`config.mk`:
```
export PLATFORM = sky130hd
export DESIGN_NAME = modular_exponentiation_flat
export DESIGN_NICKNAME = d
export VERILOG_FILES = /design/src/sv/modexp_pkg.sv /design/src/sv/modexp_in_if.sv /design/src/sv/modexp_out_if.sv /design/src/sv/modular_exponentiation.sv /design/src/flat_wrapper.sv
export SDC_FILE = /design/constraint.sdc
export NUM_CORES = 1
export LEC_CHECK = 0
export ABC_AREA = 1
export ABC_CLOCK_PERIOD_IN_PS = 7550
export BUFFER_PORTS_ARGS = -buffer_cell sky130_fd_sc_hd__buf_2
export CAP_MARGIN = 20
export CELL_PAD_IN_SITES_DETAIL_PLACEMENT = 1
export CELL_PAD_IN_SITES_GLOBAL_PLACEMENT = 2
export CORE_MARGIN = 1.5
export CORE_UTILIZATION = 37
export CTS_CLUSTER_SIZE = 12
export DETAILED_ROUTE_END_ITERATION = 12
export PLACE_DENSITY = 0.81
export SYNTH_ARGS = -nofsm -noshare
export SYNTH_HDL_FRONTEND = slang
export SYNTH_SLANG_ARGS = --single-unit
```
`constraint.sdc`:
```
create_clock -name clk_i -period 7.55 [get_ports clk_i]
set_clock_uncertainty 0.2 [all_clocks]
set_input_delay 0.3775 -clock clk_i [delete_from_list [all_inputs] [get_ports clk_i]]
set_output_delay 0.3775 -clock clk_i [all_outputs]
set_load 0.02 [all_outputs]
```
`src/sv/modexp_pkg.sv`:
```
// Shared types and constants for the modular exponentiation block.
// Used by the channel interfaces and by the top level; no dependencies.
package modexp_pkg;

  localparam int unsigned DataW = 32;
  localparam int unsigned CntW  = $clog2(DataW);
  localparam int unsigned UnitW = DataW + 2;
  localparam int unsigned StatW = 2;

  typedef logic [DataW-1:0] data_t;
  typedef logic [CntW-1:0]  cnt_t;
  typedef logic [UnitW-1:0] unit_t;

  typedef enum logic [StatW-1:0] {
    ST_OK       = 2'd0,
    ST_MOD_ZERO = 2'd1,
    ST_MOD_LOW  = 2'd2
  } status_e;

  typedef enum logic {
    CMD_POWER   = 1'b0,
    CMD_INVERSE = 1'b1
  } command_e;

  typedef enum logic [2:0] {
    FSM_IDLE,
    FSM_REDUCE,
    FSM_CHECK,
    FSM_MUL,
    FSM_SQR,
    FSM_FINISH
  } fsm_e;

endpackage

```
`src/sv/modexp_in_if.sv`:
```
// Input channel: command, base and exponent with valid/ready.
// Depends on modexp_pkg.
interface modexp_in_if;
  import modexp_pkg::*;

  logic                 valid;
  logic                 ready;
  logic                 command;
  logic [DataW-1:0]     base_value;
  logic [DataW-1:0]     exponent_value;

  modport source (output valid, command, base_value, exponent_value, input ready);
  modport sink   (input valid, command, base_value, exponent_value, output ready);
endinterface

```
`src/sv/modexp_out_if.sv`:
```
// Output channel: result and status with valid/ready.
// Depends on modexp_pkg.
interface modexp_out_if;
  import modexp_pkg::*;

  logic                 valid;
  logic                 ready;
  logic [DataW-1:0]     result_value;
  logic [StatW-1:0]     status;

  modport source (output valid, result_value, status, input ready);
  modport sink   (input valid, result_value, status, output ready);
endinterface

```
`src/sv/modular_exponentiation.sv`:
```
// After a word is accepted the base is first reduced by the modulus; then, for each exponent
// bit up to the highest set one, a multiply into the accumulator when the bit is set and a
// square follow; the shared double-add-reduce unit takes one bit a cycle.
// Error words skip the arithmetic and go straight to the output.
// One word at a time: in_i.ready is high only while the sequencer is idle, so a new word
// is taken only once the last one is in the output register; an output stall delays that.
// Reset (rst_ni low, async) clears the sequencer and output valid, modulus goes to 1.
module modular_exponentiation (
  input  logic                         clk_i,
  input  logic                         rst_ni,
  input  logic                         cfg_we_i,
  input  logic [modexp_pkg::DataW-1:0] cfg_wdata_i,
  modexp_in_if.sink                    in_i,
  modexp_out_if.source                 out_o
);
  import modexp_pkg::*;

  fsm_e    state_q, state_d;
  cnt_t    cnt_q, cnt_d;
  data_t   mod_q;
  data_t   m_q, m_d;
  data_t   work_q, work_d;
  data_t   acc_q, acc_d;
  data_t   sq_q, sq_d;
  data_t   e_q, e_d;
  data_t   base_q, base_d;
  status_e stat_q, stat_d;
  logic    out_valid_q, out_valid_d;
  data_t   out_res_q, out_res_d;
  status_e out_stat_q, out_stat_d;

  // shared unit: (2*work + addend) mod m, with work and addend below m
  data_t unit_b;
  unit_t unit_t_sum, unit_d1, unit_d2, unit_m1, unit_m2;
  data_t unit_res;

  assign unit_t_sum = {1'b0, work_q, 1'b0} + {2'b00, unit_b};
  assign unit_m1    = {2'b00, m_q};
  assign unit_m2    = {1'b0, m_q, 1'b0};
  assign unit_d1    = unit_t_sum - unit_m1;
  assign unit_d2    = unit_t_sum - unit_m2;
  assign unit_res   = (unit_t_sum >= unit_m2) ? unit_d2[DataW-1:0] :
                      (unit_t_sum >= unit_m1) ? unit_d1[DataW-1:0] :
                      unit_t_sum[DataW-1:0];

  assign in_i.ready         = (state_q == FSM_IDLE);
  assign out_o.valid        = out_valid_q;
  assign out_o.result_value = out_res_q;
  assign out_o.status       = out_stat_q;

  always_comb begin
    state_d     = state_q;
    cnt_d       = cnt_q;
    m_d         = m_q;
    work_d      = work_q;
    acc_d       = acc_q;
    sq_d        = sq_q;
    e_d         = e_q;
    base_d      = base_q;
    stat_d      = stat_q;
    out_valid_d = out_valid_q & ~out_o.ready;
    out_res_d   = out_res_q;
    out_stat_d  = out_stat_q;
    unit_b      = '0;

    case (state_q)
      FSM_IDLE: begin
        if (in_i.valid) begin
          m_d    = mod_q;
          base_d = in_i.base_value;
          acc_d  = data_t'(1);
          work_d = '0;
          cnt_d  = cnt_t'(DataW - 1);
          stat_d = ST_OK;
          e_d    = (in_i.command == CMD_INVERSE) ? (mod_q - data_t'(2))
                                                 : in_i.exponent_value;
          if (mod_q == '0) begin
            acc_d   = '0;
            stat_d  = ST_MOD_ZERO;
            state_d = FSM_FINISH;
          end else if (in_i.command == CMD_INVERSE && mod_q < data_t'(2)) begin
            acc_d   = '0;
            stat_d  = ST_MOD_LOW;
            state_d = FSM_FINISH;
          end else begin
            state_d = FSM_REDUCE;
          end
        end
      end
      FSM_REDUCE: begin
        // shift base in MSB first: remainder by restoring division
        unit_b = {{(DataW-1){1'b0}}, base_q[cnt_q]};
        work_d = unit_res;
        cnt_d  = cnt_q - cnt_t'(1);
        if (cnt_q == '0) begin
          sq_d    = unit_res;
          state_d = FSM_CHECK;
        end
      end
      FSM_CHECK: begin
        work_d = '0;
        cnt_d  = cnt_t'(DataW - 1);
        if (e_q == '0) begin
          state_d = FSM_FINISH;
        end else if (e_q[0]) begin
          state_d = FSM_MUL;
        end else begin
          state_d = FSM_SQR;
        end
      end
      FSM_MUL: begin
        unit_b = sq_q[cnt_q] ? acc_q : '0;
        work_d = unit_res;
        cnt_d  = cnt_q - cnt_t'(1);
        if (cnt_q == '0) begin
          acc_d   = unit_res;
          work_d  = '0;
          cnt_d   = cnt_t'(DataW - 1);
          state_d = FSM_SQR;
        end
      end
      FSM_SQR: begin
        unit_b = sq_q[cnt_q] ? sq_q : '0;
        work_d = unit_res;
        cnt_d  = cnt_q - cnt_t'(1);
        if (cnt_q == '0) begin
          sq_d    = unit_res;
          e_d     = e_q >> 1;
          state_d = FSM_CHECK;
        end
      end
      FSM_FINISH: begin
        // hold until the output register is free
        if (!out_valid_q || out_o.ready) begin
          out_valid_d = 1'b1;
          out_res_d   = acc_q;
          out_stat_d  = stat_q;
          state_d     = FSM_IDLE;
        end
      end
      default: begin
        state_d = FSM_IDLE;
      end
    endcase
  end

  always_ff @(posedge clk_i or negedge rst_ni) begin
    if (!rst_ni) begin
      state_q     <= FSM_IDLE;
      out_valid_q <= 1'b0;
      mod_q       <= data_t'(1);
    end else begin
      state_q     <= state_d;
      out_valid_q <= out_valid_d;
      if (cfg_we_i) begin
        mod_q <= cfg_wdata_i;
      end
    end
  end

  always_ff @(posedge clk_i) begin
    cnt_q      <= cnt_d;
    m_q        <= m_d;
    work_q     <= work_d;
    acc_q      <= acc_d;
    sq_q       <= sq_d;
    e_q        <= e_d;
    base_q     <= base_d;
    stat_q     <= stat_d;
    out_res_q  <= out_res_d;
    out_stat_q <= out_stat_d;
  end

  // running square is reduced, accumulator is reduced or still the initial one
  a_check_reduced: assert property (@(posedge clk_i) disable iff (!rst_ni)
    state_q == FSM_CHECK |-> (sq_q < m_q) && ((acc_q < m_q) || (acc_q == data_t'(1))))
    else $error("operands not reduced at bit check");

  a_work_reduced: assert property (@(posedge clk_i) disable iff (!rst_ni)
    (state_q == FSM_REDUCE || state_q == FSM_MUL || state_q == FSM_SQR) |-> work_q < m_q)
    else $error("shared unit operand not below modulus");

  a_exp_shift: assert property (@(posedge clk_i) disable iff (!rst_ni)
    (state_q == FSM_SQR && cnt_q == '0) |=> (state_q == FSM_CHECK) && (e_q == ($past(e_q) >> 1)))
    else $error("exponent not advanced after square");

  a_err_zero: assert property (@(posedge clk_i) disable iff (!rst_ni)
    (out_valid_q && out_stat_q != ST_OK) |-> out_res_q == '0)
    else $error("error word carries nonzero result");

endmodule
```
`src/flat_wrapper.sv`:
```
// flat-port wrapper written by rule: the top's interface ports become plain ports
module modular_exponentiation_flat import modexp_pkg::*;
  (clk_i, rst_ni, cfg_we_i, cfg_wdata_i, in_i_valid, in_i_command, in_i_base_value, in_i_exponent_value, in_i_ready, out_o_valid, out_o_result_value, out_o_status, out_o_ready);
  modexp_in_if in_i_i ();
  modexp_out_if out_o_i ();
  input  logic clk_i;
  input  logic rst_ni;
  input  logic cfg_we_i;
  input  logic [modexp_pkg::DataW-1:0] cfg_wdata_i;
  input wire logic [$bits(in_i_i.valid)-1:0] in_i_valid;
  input wire logic [$bits(in_i_i.command)-1:0] in_i_command;
  input wire logic [$bits(in_i_i.base_value)-1:0] in_i_base_value;
  input wire logic [$bits(in_i_i.exponent_value)-1:0] in_i_exponent_value;
  output wire logic [$bits(in_i_i.ready)-1:0] in_i_ready;
  output wire logic [$bits(out_o_i.valid)-1:0] out_o_valid;
  output wire logic [$bits(out_o_i.result_value)-1:0] out_o_result_value;
  output wire logic [$bits(out_o_i.status)-1:0] out_o_status;
  input wire logic [$bits(out_o_i.ready)-1:0] out_o_ready;
  assign in_i_i.valid = in_i_valid;
  assign in_i_i.command = in_i_command;
  assign in_i_i.base_value = in_i_base_value;
  assign in_i_i.exponent_value = in_i_exponent_value;
  assign in_i_ready = in_i_i.ready;
  assign out_o_valid = out_o_i.valid;
  assign out_o_result_value = out_o_i.result_value;
  assign out_o_status = out_o_i.status;
  assign out_o_i.ready = out_o_ready;
  modular_exponentiation u_core (.clk_i(clk_i), .rst_ni(rst_ni), .cfg_we_i(cfg_we_i), .cfg_wdata_i(cfg_wdata_i), .in_i(in_i_i), .out_o(out_o_i));
endmodule
```
# ---- Word level (Yosys, flattened, before mapping)
# Cells that the tools add are included.
dict set report word_totals {
  register_bits 269
  in_bits 102
  wordCells 88
}
dict set report op_classes {
  n_addsub 5
  order_cmp 4
  eq_ne 10
  mux 36
  bitwise_logic 2
  n_reduce_logical 18
}
# op n
set op_table {}
lappend op_table {{2-to-1 mux 32 bit} 12}
lappend op_table {{one-hot mux 32 bit (2 select lines)} 2}
lappend op_table {{one-hot mux 32 bit (4 select lines)} 1}
lappend op_table {{one-hot mux 32 bit (3 select lines)} 1}
lappend op_table {{logical NOT 32 bit} 2}
lappend op_table {{subtractor 32 bit} 2}
lappend op_table {{adder 33 x 32 -> 34 bit} 1}
lappend op_table {{greater-or-equal comparator 34 x 32 -> 1 bit} 1}
lappend op_table {{greater-or-equal comparator 34 x 33 -> 1 bit} 1}
lappend op_table {{< comparator 32 x 2 -> 1 bit, second input constant} 1}
lappend op_table {{subtractor 32 x 2 -> 32 bit, second input constant} 1}
lappend op_table {{2-to-1 mux 3 bit} 8}
lappend op_table {{one-hot mux 5 bit (4 select lines)} 1}
lappend op_table {{one-hot mux 3 bit (5 select lines)} 1}
lappend op_table {{binary-select mux 1 bit (select 5 bit)} 2}
lappend op_table {{2-to-1 mux 5 bit} 2}
lappend op_table {{inequality test 2 x 1 -> 1 bit, second input constant} 4}
lappend op_table {{AND reduction 2 bit} 4}
lappend op_table {{equality test 3 x 2 -> 1 bit, second input constant} 2}
lappend op_table {{equality test 3 bit, second input constant} 2}
lappend op_table {{< comparator 5 x 6 -> 1 bit, second input constant} 1}
lappend op_table {{AND reduction 3 bit} 2}
lappend op_table {{logical NOT 5 bit} 1}
lappend op_table {{2-to-1 mux 1 bit} 5}
lappend op_table {{14 further kinds} 15}

# ---- Depth between registers and ports, before layout
# Gate-level depths: netlist (run 1).
dict set report depth {
  word_depth 10
  depth_mapped 45
  mapped_depth_nobuf 43
}

# ---- Worst setup path before layout (run 1)
# OpenSTA, ideal clock, no wires.
dict set report synth_path {
  kind {register to register}
  from {reg u_core.state_q[1]}
  to {reg u_core.acc_q[2] (data pin)}
  setup_time_ns 0.266
  t_arrival_ns 4.828
  setup_slack_ns 2.256
  stages_incl_launch_ff 36
  n_path_buf 3
  synth_period_minus_slack_ns 5.294
  cell_sequence {dfrtp_1 > nor2_1 > nand2_1 > inv_2 > clkbuf_1 > clkbuf_1 > nand2_1 > a21oi_1 > ha_1 > inv_1 > fa_1 > inv_1 > nand3_1 > nand2_1 > nand2_1 > nand2_2 > inv_1 > o21bai_1 > nand2_1 > nand2_1 > xor2_1 > ha_1 > nand2_2 > inv_1 > a21oi_1 > and2_1 > nand2_2 > nand2_1 > nand2_1 > nand2_4 > nand3_4 > buf_4 > o21ai_0 > nand2_1 > nand2_2 > nor2_1}
}
dict set report synth_between {
  elab_chain_cells 8
  word_cells_on_any_way 14
  classes_between {3 x add/sub; 2 x order compare; 3 x eq/ne; 5 x mux; 1 x reduce/logical}
}
# item line
set synth_rtl {}
lappend synth_rtl {{start: declaration} modular_exponentiation.sv:18} ;# fsm_e state_q, state_d;
lappend synth_rtl {{start signal: assignment} modular_exponentiation.sv:153} ;# state_q <= state_d;
lappend synth_rtl {{equality test 3 bit (tied with other cells)} modular_exponentiation.sv:66} ;# case (state_q)
lappend synth_rtl {{one-hot mux 32 bit (3 select lines)} modular_exponentiation.sv:66}
lappend synth_rtl {{adder 33 x 32 -> 34 bit} modular_exponentiation.sv:37} ;# assign unit_t_sum = {1'b0, work_q, 1'b0} + {2'b00, unit_b};
lappend synth_rtl {{subtractor 32 bit / greater-or-equal comparator 34 x 32 -> 1 bit (equally long branches)} {modular_exponentiation.sv:40, modular_exponentiation.sv:43}}
lappend synth_rtl {{2-to-1 mux 32 bit} modular_exponentiation.sv:43} ;# (unit_t_sum >= unit_m1) ? unit_d1[DataW-1:0] :
lappend synth_rtl {{2-to-1 mux 32 bit} modular_exponentiation.sv:42} ;# assign unit_res = (unit_t_sum >= unit_m2) ? unit_d2[DataW-1:0] :
lappend synth_rtl {{2-to-1 mux 32 bit} modular_exponentiation.sv:115} ;# if (cnt_q == '0) begin
lappend synth_rtl {{one-hot mux 32 bit (2 select lines) (*)} modular_exponentiation.sv:66}
lappend synth_rtl {{end signal: assignment} modular_exponentiation.sv:165} ;# acc_q <= acc_d;
lappend synth_rtl {{end: declaration} modular_exponentiation.sv:23} ;# data_t acc_q, acc_d;
# Mark *: on every way between the ends. The rest lies on a longest branch, timed or not. The select of a mux whose other input is x is not followed.
# A chain may end at the register's enable or synchronous reset.

# ---- Final worst setup path (run 1)
dict set report layout_path {
  from {reg u_core.cnt_q[0]}
  to {reg u_core.work_q[28] (data pin)}
}
dict set report layout_between {
  elab_chain_cells 10
  word_cells_on_any_way 17
  classes_between {3 x add/sub; 2 x order compare; 11 x mux; 1 x reduce/logical}
}
# item line
set layout_rtl {}
lappend layout_rtl {{start: declaration} modular_exponentiation.sv:19} ;# cnt_t cnt_q, cnt_d;
lappend layout_rtl {{start signal: assignment} modular_exponentiation.sv:162} ;# cnt_q <= cnt_d;
lappend layout_rtl {{binary-select mux 1 bit (select 5 bit)} {modular_exponentiation.sv:112, modular_exponentiation.sv:123}}
lappend layout_rtl {{2-to-1 mux 1 bit (implied by the code)} {modular_exponentiation.sv:112, modular_exponentiation.sv:123}}
lappend layout_rtl {{2-to-1 mux 32 bit, on equally long branches} {modular_exponentiation.sv:123, modular_exponentiation.sv:112}}
lappend layout_rtl {{one-hot mux 32 bit (3 select lines)} modular_exponentiation.sv:66}
lappend layout_rtl {{adder 33 x 32 -> 34 bit} modular_exponentiation.sv:37}
lappend layout_rtl {{subtractor 32 bit / greater-or-equal comparator 34 x 32 -> 1 bit (equally long branches)} {modular_exponentiation.sv:40, modular_exponentiation.sv:43}}
lappend layout_rtl {{2-to-1 mux 32 bit} modular_exponentiation.sv:43}
lappend layout_rtl {{2-to-1 mux 32 bit} modular_exponentiation.sv:42}
lappend layout_rtl {{2-to-1 mux 32 bit} modular_exponentiation.sv:115}
lappend layout_rtl {{one-hot mux 32 bit (4 select lines) (*)} modular_exponentiation.sv:66}
lappend layout_rtl {{named net u_core.work_d[28]} modular_exponentiation.sv:22} ;# data_t work_q, work_d;
lappend layout_rtl {{end signal: assignment} modular_exponentiation.sv:164} ;# work_q <= work_d;
lappend layout_rtl {{end: declaration} modular_exponentiation.sv:22}
# Mark *: on every way through the listed nets, which the timed path passes. The rest lies on a longest branch. The select of a mux whose other input is x is not followed.

==> flow_metrics.env, run 1 <==
export IMPL_syn_to_final_growth_pct=18.64
export IMPL_ys_flop_type="edfxtp_1"
export IMPL_synth_compound_area_share_pct=12.09
export IMPL_end_kind="flop"
export IMPL_layoutNonFillerInstCount=3281
export IMPL_start_util_pct=37.55
export IMPL_multiInputGateArea_mm2=0.008992
export IMPL_max_stage_delay_ps=430
export IMPL_sw_frac_of_total_pct=51.06
export IMPL_n_antenna_cell=0
export IMPL_synthCells=2368
export IMPL_grt_ovfl_total=0
export IMPL_comb_power_share_pct=60.0
export IMPL_power_density_mw_per_mm2=455.9
export IMPL_synth_cell_types=54
export IMPL_portBuffers=137
export IMPL_pwr_share_seq_pct=23.6
export IMPL_avgViaCountPerCell=5.216
export IMPL_rsz0062_at_grt="no"
export IMPL_setup_viol=0
export IMPL_grt_pass1_wl_mm=107.5
export IMPL_place_inst=3143
export IMPL_cp_required_ps=7600
export IMPL_drt_initial_drc_count=968
export IMPL_die_area_mm2=0.05103
export IMPL_synth_seq_cells=269
export IMPL_vias=17114
export IMPL_clkSinkCount=269
export IMPL_grt_max_degree=61
export IMPL_cts_tree="done"
export IMPL_synthMuxAreaShare_pct=0.2450
export IMPL_syn_area_mm2=0.01838
export IMPL_pwr_share_clk_pct=16.4
export IMPL_synth_edf_count=233
export IMPL_hold_viol=0
export IMPL_yosys_area_share_xor_xnor_pct=4.002
export IMPL_finalMaxSlewViolations=0
export IMPL_critPathLaunchType="flop"
export IMPL_hp_class="in2reg"
export IMPL_fp_dieH_um=225.9
export IMPL_fin_tns_setup_ps=0
export IMPL_status="finished, final reports clean"
export IMPL_drive_above_1_share_pct=10.36
export IMPL_clkTransAtPathRegs_ps=60
export IMPL_ios=138
export IMPL_ys_seq_area_share_pct=42.97
export IMPL_crit_buf_inv=6
export IMPL_syn_num_nets=2570
export IMPL_min_period_ps=7017
export IMPL_routed_wirelength_mm=71.99
export IMPL_whs_path_depth=3
export IMPL_ant_nets=0
export IMPL_finalNetCount=2793
export IMPL_critPathKind="reg2reg"
export IMPL_critPathSlowestCell="ha_1"
export IMPL_hpwl_mm=57.59
export IMPL_rows=81
export IMPL_ir_worst_vdd_mv=0.1763
export IMPL_synth_top_family_by_area="simple AND/OR/NAND/NOR gates"
export IMPL_cp_max_fo=25
export IMPL_rr_worst_depth=35
export IMPL_ys_async_sr_fraction_pct=13.38
export IMPL_first_global_vias=18101
export IMPL_yosys_area_share_simple_pct=25.42
export IMPL_whs_ps=21.90
export IMPL_cts_root_buf="clkbuf_16"
export IMPL_die_w_um=225.9
export IMPL_grt_usage_pct=28.25
export IMPL_drt_pass1_iterations=5
export IMPL_wl_per_cell_um=21.94
export IMPL_postCtsSetupBuffers=0
export IMPL_fin_crit_sh_pct=92.94
export IMPL_antenna_found_initial=0
export IMPL_tightest_slew_ps=1049
export IMPL_fillers=6032
export IMPL_clk_latency_ps=550
export IMPL_syn_avg_cell_area_um2=7.762
export IMPL_remaining_drc_errors=0
export IMPL_gp_congestion=0.9491
export IMPL_arrival_ps=7070
export IMPL_htreeDepth=2
export IMPL_core_mm2=0.04895
export IMPL_power_leakage_nw=9.859
export IMPL_p_switching_mw=5.077
export IMPL_intPower_mw=4.866
export IMPL_yosysWarningCount=0
export IMPL_synth_adder_area_share_pct=6.929
export IMPL_max_freq_mhz=142.5
export IMPL_max_cap_viol_count=0
export IMPL_path_depth=35
export IMPL_ctsLongestPathBuffers=3
export IMPL_critical_path_top_delay_family="simple AND/OR/NAND/NOR gates"
export IMPL_final_seq_area_mm2=0.007899
export IMPL_numCtsBuffers=34
export IMPL_slew_limit_headroom_pct=30.04
export IMPL_total_power_mw=9.943
-- metal layers --
| layer | routed length, um | vias up | global-route usage (%) |
|---|---|---|---|
| met3 | 2751 | 73 | 2.550 |
| met1 | 32900 | 8419 | 38.07 |
| met5 | 0 | - | 0 |
| li1 | - | 8255 | - |
| met2 | 34780 | 367 | 48.60 |
| met4 | 1559 | 0 | 7.123 |
-- worst register-to-register path, delay by kind of cell, from the launching register on --
kind / cells / cell delay, ps
simple gates: 24 / 3480
compound gates: 2 / 180
buf+inv: 6 / 1350
flops: 1 / 420
xor+xnor: 1 / 190
fa+ha+maj: 2 / 860
-- timing repair --
item	CTS	global route
hold endpoints to repair	109	0
hold buffers	75	0
setup endpoints to repair	0	3
gates resized for setup	0	4
-- kinds of logic after synthesis --
family	count (synthesis)
AO/OA/AOI/OAI	397
XOR/XNOR	84
adder cells (fa/ha/maj)	100
buffers and inverters	388
flip-flops	269
multiplexers	4
AND/OR/NAND/NOR	1126
-- Yosys cell counts, types with 6 or more instances --
cell | n | area, um^2
a21boi_0 | 9 | 67.56
a21o_1 | 10 | 75.07
a21oi_1 | 152 | 760.7
buf_2 | 11 | 55.05
buf_6 | 7 | 78.83
clkbuf_1 | 35 | 131.4
dfrtp_1 | 35 | 875.8
edfxtp_1 | 233 | 6997
ha_1 | 97 | 1214
inv_1 | 326 | 1224
nand2_1 | 646 | 2425
nand2_2 | 13 | 81.33
nand3_1 | 117 | 585.6
nand3b_1 | 10 | 75.07
nand4_1 | 23 | 143.9
nor2_1 | 259 | 972.2
nor3_1 | 29 | 145.1
nor4_1 | 10 | 62.56
o211ai_1 | 15 | 112.6
o21a_1 | 6 | 45.04
o21ai_0 | 132 | 660.6
o21ai_1 | 16 | 80.08
o21bai_1 | 25 | 187.7
o22ai_1 | 14 | 87.58
or2_2 | 6 | 37.54
xnor2_1 | 40 | 350.3
xor2_1 | 44 | 385.4
-- through the flow --
step	utilization (%)	setup WS [ps]	instance area, um^2
2_1_floorplan	-	2256	18380
3_3_place_gp	40.66	690.8	19910
3_5_place_dp	40.66	619.4	19910
4_1_cts	44.50	536.1	21780
5_1_grt	44.55	122.9	21810
6_report	44.55	532.8	21810
-- layout by cell type (no fill, tap or decap), drive strengths merged, types with 6 or more instances in the layout --
cell type	count
a21boi	11
a21o	10
a21oi	153
buf	169
clkbuf	45
clkinv	14
dfrtp	35
dlygate4sd3	75
edfxtp	233
ha	97
inv	329
nand2	660
nand3	119
nand3b	10
nand4	23
nor2	261
nor3	31
nor4	11
o211ai	15
o21a	6
o21ai	148
o21bai	25
o22ai	14
or2	6
xnor2	40
xor2	44
-- layout make-up --
type                    count  area share, %
well taps                 664          3.810
clock buffers              45          4.515
repair buffers            244          7.860
clock inverters            17         0.6483
multi-input cells        1711          41.24
flip-flops and latches    269          36.22
inverters                 331          5.709
-- flip-flops by register name (all words and copies together), names as in the netlist --
signal	count
u_core.base_q	32
u_core.sq_q	32
u_core.stat_q	2
u_core.m_q	32
u_core.state_q	3
u_core.mod_q	32
u_core.out_o.result_value	32
u_core.cnt_q	5
u_core.acc_q	32
u_core.out_o.status	2
u_core.work_q	32
u_core.out_o.valid	1
u_core.e_q	32
-- power by group through the flow --
stage	registers, mW	clock network [mW]	logic (mW)
2_1_floorplan	2.33	0	3.74
3_3_place_gp	2.36	0	5.77
3_5_place_dp	2.37	0	5.84
4_1_cts	2.34	1.67	5.90
5_1_grt	2.37	1.71	6.55
6_report	2.35	1.63	5.97
-- final timing paths --
path / from / endpoint / slack (ps)
worst min-delay path: in_i_exponent_value[14] / u_core.e_q[14] / 20
worst max-delay path: u_core.cnt_q[0] / u_core.work_q[28] / 530
min in group asynchronous: rst_ni / u_core.out_o.valid / 290
worst max register to register: u_core.cnt_q[0] / u_core.work_q[28] / 530
max in group asynchronous: rst_ni / u_core.mod_q[23] / 6220
worst min register to register: u_core.stat_q[1] / u_core.out_o.status[1] / 210
No activity file was read; power rests on OpenSTA's default activity.
==> inputs of run 2 (changes only) <==
Settings changed: ABC_CLOCK_PERIOD_IN_PS 7550 to 7800, GPL_TIMING_DRIVEN set to 0.
Clock period 7.55 ns to 7.8 ns, I/O delays scaled along.
==> flow_metrics.env, run 2 (synthesis results as in run 1) <==
export IMPL_max_freq_mhz=137.1
export IMPL_drt_initial_drc_count=1100
export IMPL_die_w_um=225.9
export IMPL_critical_path_top_delay_family="simple AND/OR/NAND/NOR gates"
export IMPL_drive_above_1_share_pct=9.740
export IMPL_clk_latency_ps=590
export IMPL_critPathKind="reg2reg"
export IMPL_fin_crit_sh_pct=93.54
export IMPL_min_period_ps=7296
export IMPL_critPathSlowestCell="xor2_1"
export IMPL_grt_max_degree=38
export IMPL_grt_pass1_wl_mm=105.2
export IMPL_sw_frac_of_total_pct=51.17
export IMPL_final_common_cell="nand2_1"
export IMPL_htreeDepth=1
export IMPL_cp_required_ps=7910
export IMPL_cts_tree="done"
export IMPL_cp_max_fo=13
export IMPL_routed_wirelength_mm=70.18
export IMPL_max_stage_delay_ps=550
export IMPL_crit_top_cell="nand2_1"
export IMPL_critPathLaunchType="flop"
export IMPL_power_density_mw_per_mm2=430.4
export IMPL_p_switching_mw=4.819
export IMPL_status="finished, final reports clean"
export IMPL_arrival_ps=7410
export IMPL_mostFrequentLayoutCells="nand2_1, inv_1, nor2_1"
export IMPL_tightest_slew_ps=1008
export IMPL_pwr_share_seq_pct=23.9
export IMPL_ctsLongestPathBuffers=3
export IMPL_end_kind="flop"
export IMPL_core_mm2=0.04895
export IMPL_n_antenna_cell=0
export IMPL_total_power_mw=9.417
export IMPL_antenna_found_initial=0
export IMPL_wl_per_cell_um=21.18
export IMPL_pwr_share_clk_pct=15.0
export IMPL_avgViaCountPerCell=5.175
export IMPL_finalNetCount=2827
export IMPL_clkSinkCount=269
export IMPL_grt_ovfl_total=0
export IMPL_grt_usage_pct=27.55
export IMPL_gp_congestion=0.9175
export IMPL_drt_pass1_iterations=5
export IMPL_power_leakage_nw=9.851
export IMPL_rr_worst_depth=36
export IMPL_fp_dieH_um=225.9
export IMPL_max_cap_viol_count=0
export IMPL_remaining_drc_errors=0
export IMPL_die_area_mm2=0.05103
export IMPL_rows=81
export IMPL_numCtsBuffers=31
export IMPL_hold_viol=0
export IMPL_comb_power_share_pct=61.1
export IMPL_cts_root_buf="clkbuf_16"
export IMPL_clkTransAtPathRegs_ps=60
export IMPL_ant_nets=0
export IMPL_slew_limit_headroom_pct=32.55
export IMPL_hpwl_mm=57.49
export IMPL_setup_viol=0
export IMPL_ir_worst_vdd_mv=0.2049
export IMPL_finalMaxSlewViolations=0
export IMPL_whs_path_depth=3
export IMPL_path_depth=36
export IMPL_hp_class="in2reg"
export IMPL_postCtsSetupBuffers=0
export IMPL_crit_buf_inv=7
export IMPL_portBuffers=136
export IMPL_rsz0062_at_grt="no"
export IMPL_start_util_pct=37.55
export IMPL_ios=138
export IMPL_first_global_vias=17970
export IMPL_vias=17145
export IMPL_syn_to_final_growth_pct=19.04
export IMPL_intPower_mw=4.598
export IMPL_whs_ps=23.37
## run 2: changes by cell type in the layout (fill, tap and decap cells not counted), moves of 3 or more
cell           previous run  this run
clkbuf_1                  4        40
clkbuf_8                  5         1
buf_6                     0         7
buf_4                    29         3
clkbuf_16                36        31
dlygate4sd3_1            75        84
buf_2                   137       147
clkinv_2                  5         8
## run 2: through the flow
stage               cell area [um^2]  utilization [%]  instances  setup WS, ps  setup TNS (ps)
finish                         21880            44.70       3313         504.0               0
global route                   21880            44.70       3313         49.50               0
CTS                            21870            44.67       3313         62.33               0
detailed placement             20050            40.97       3173        -60.11          -169.8
global placement               19890            40.64       3168         97.47               0
floorplan                      18380                -       2368          2506               0
## run 2: worst reg2reg max path, delay by kind of cell, from the launching register on
| family | cells | cell delay (ps) |
|---|---|---|
| AND/OR/NAND/NOR | 22 | 3330 |
| adder cells (fa/ha/maj) | 3 | 910 |
| XOR/XNOR | 1 | 550 |
| AO/OA/AOI/OAI | 3 | 590 |
| flip-flops | 1 | 440 |
| buffers and inverters | 7 | 1010 |
## run 2: area by class of cell
type | instances | area [um^2]
repair buffers | 225 | 1629
fillers | 6061 | 27070
clock inverters | 19 | 162.7
well taps | 664 | 830.8
plain buffers | 56 | 289.0
inverters | 331 | 1245
multi-input cells | 1711 | 9014
flip-flops and latches | 269 | 7899
clock buffers | 38 | 812.0
## run 2: worst paths after layout
path / end / startpoint / slack (ps)
worst max-delay path: u_core.work_q[31] / u_core.state_q[1] / 500
worst min-delay path: u_core.e_q[29] / in_i_exponent_value[29] / 20
worst max register to register: u_core.work_q[31] / u_core.state_q[1] / 500
worst min register to register: u_core.out_o.status[1] / u_core.stat_q[1] / 220
max in group asynchronous: u_core.mod_q[6] / rst_ni / 6500
min in group asynchronous: u_core.state_q[2] / rst_ni / 280
## run 2: power by group through the flow
stage               Clock, mW  Sequential [mW]  Combinational [mW]
floorplan                   0             2.26                3.62
global placement            0             2.28                5.49
detailed placement          0             2.27                5.63
CTS                      1.44             2.25                5.69
global route             1.49             2.27                6.32
finish                   1.42             2.25                5.76
## run 2: per-layer routing
metal	part of all wire (%)	wire length, um	vias up	global-route usage [%]
met2	48	33850	356	47.36
li1	-	-	8323	-
met1	45	31590	8369	36.50
met5	0	0	-	0
met3	3.4	2398	97	2.355
met4	3.3	2332	0	8.963
## run 2: repair_timing
action,in CTS,in global routing
hold endpoints to repair,118,0
endpoints found under the setup margin,3,96
gates cloned,0,0
resized for setup,0,5
hold buffers,84,0
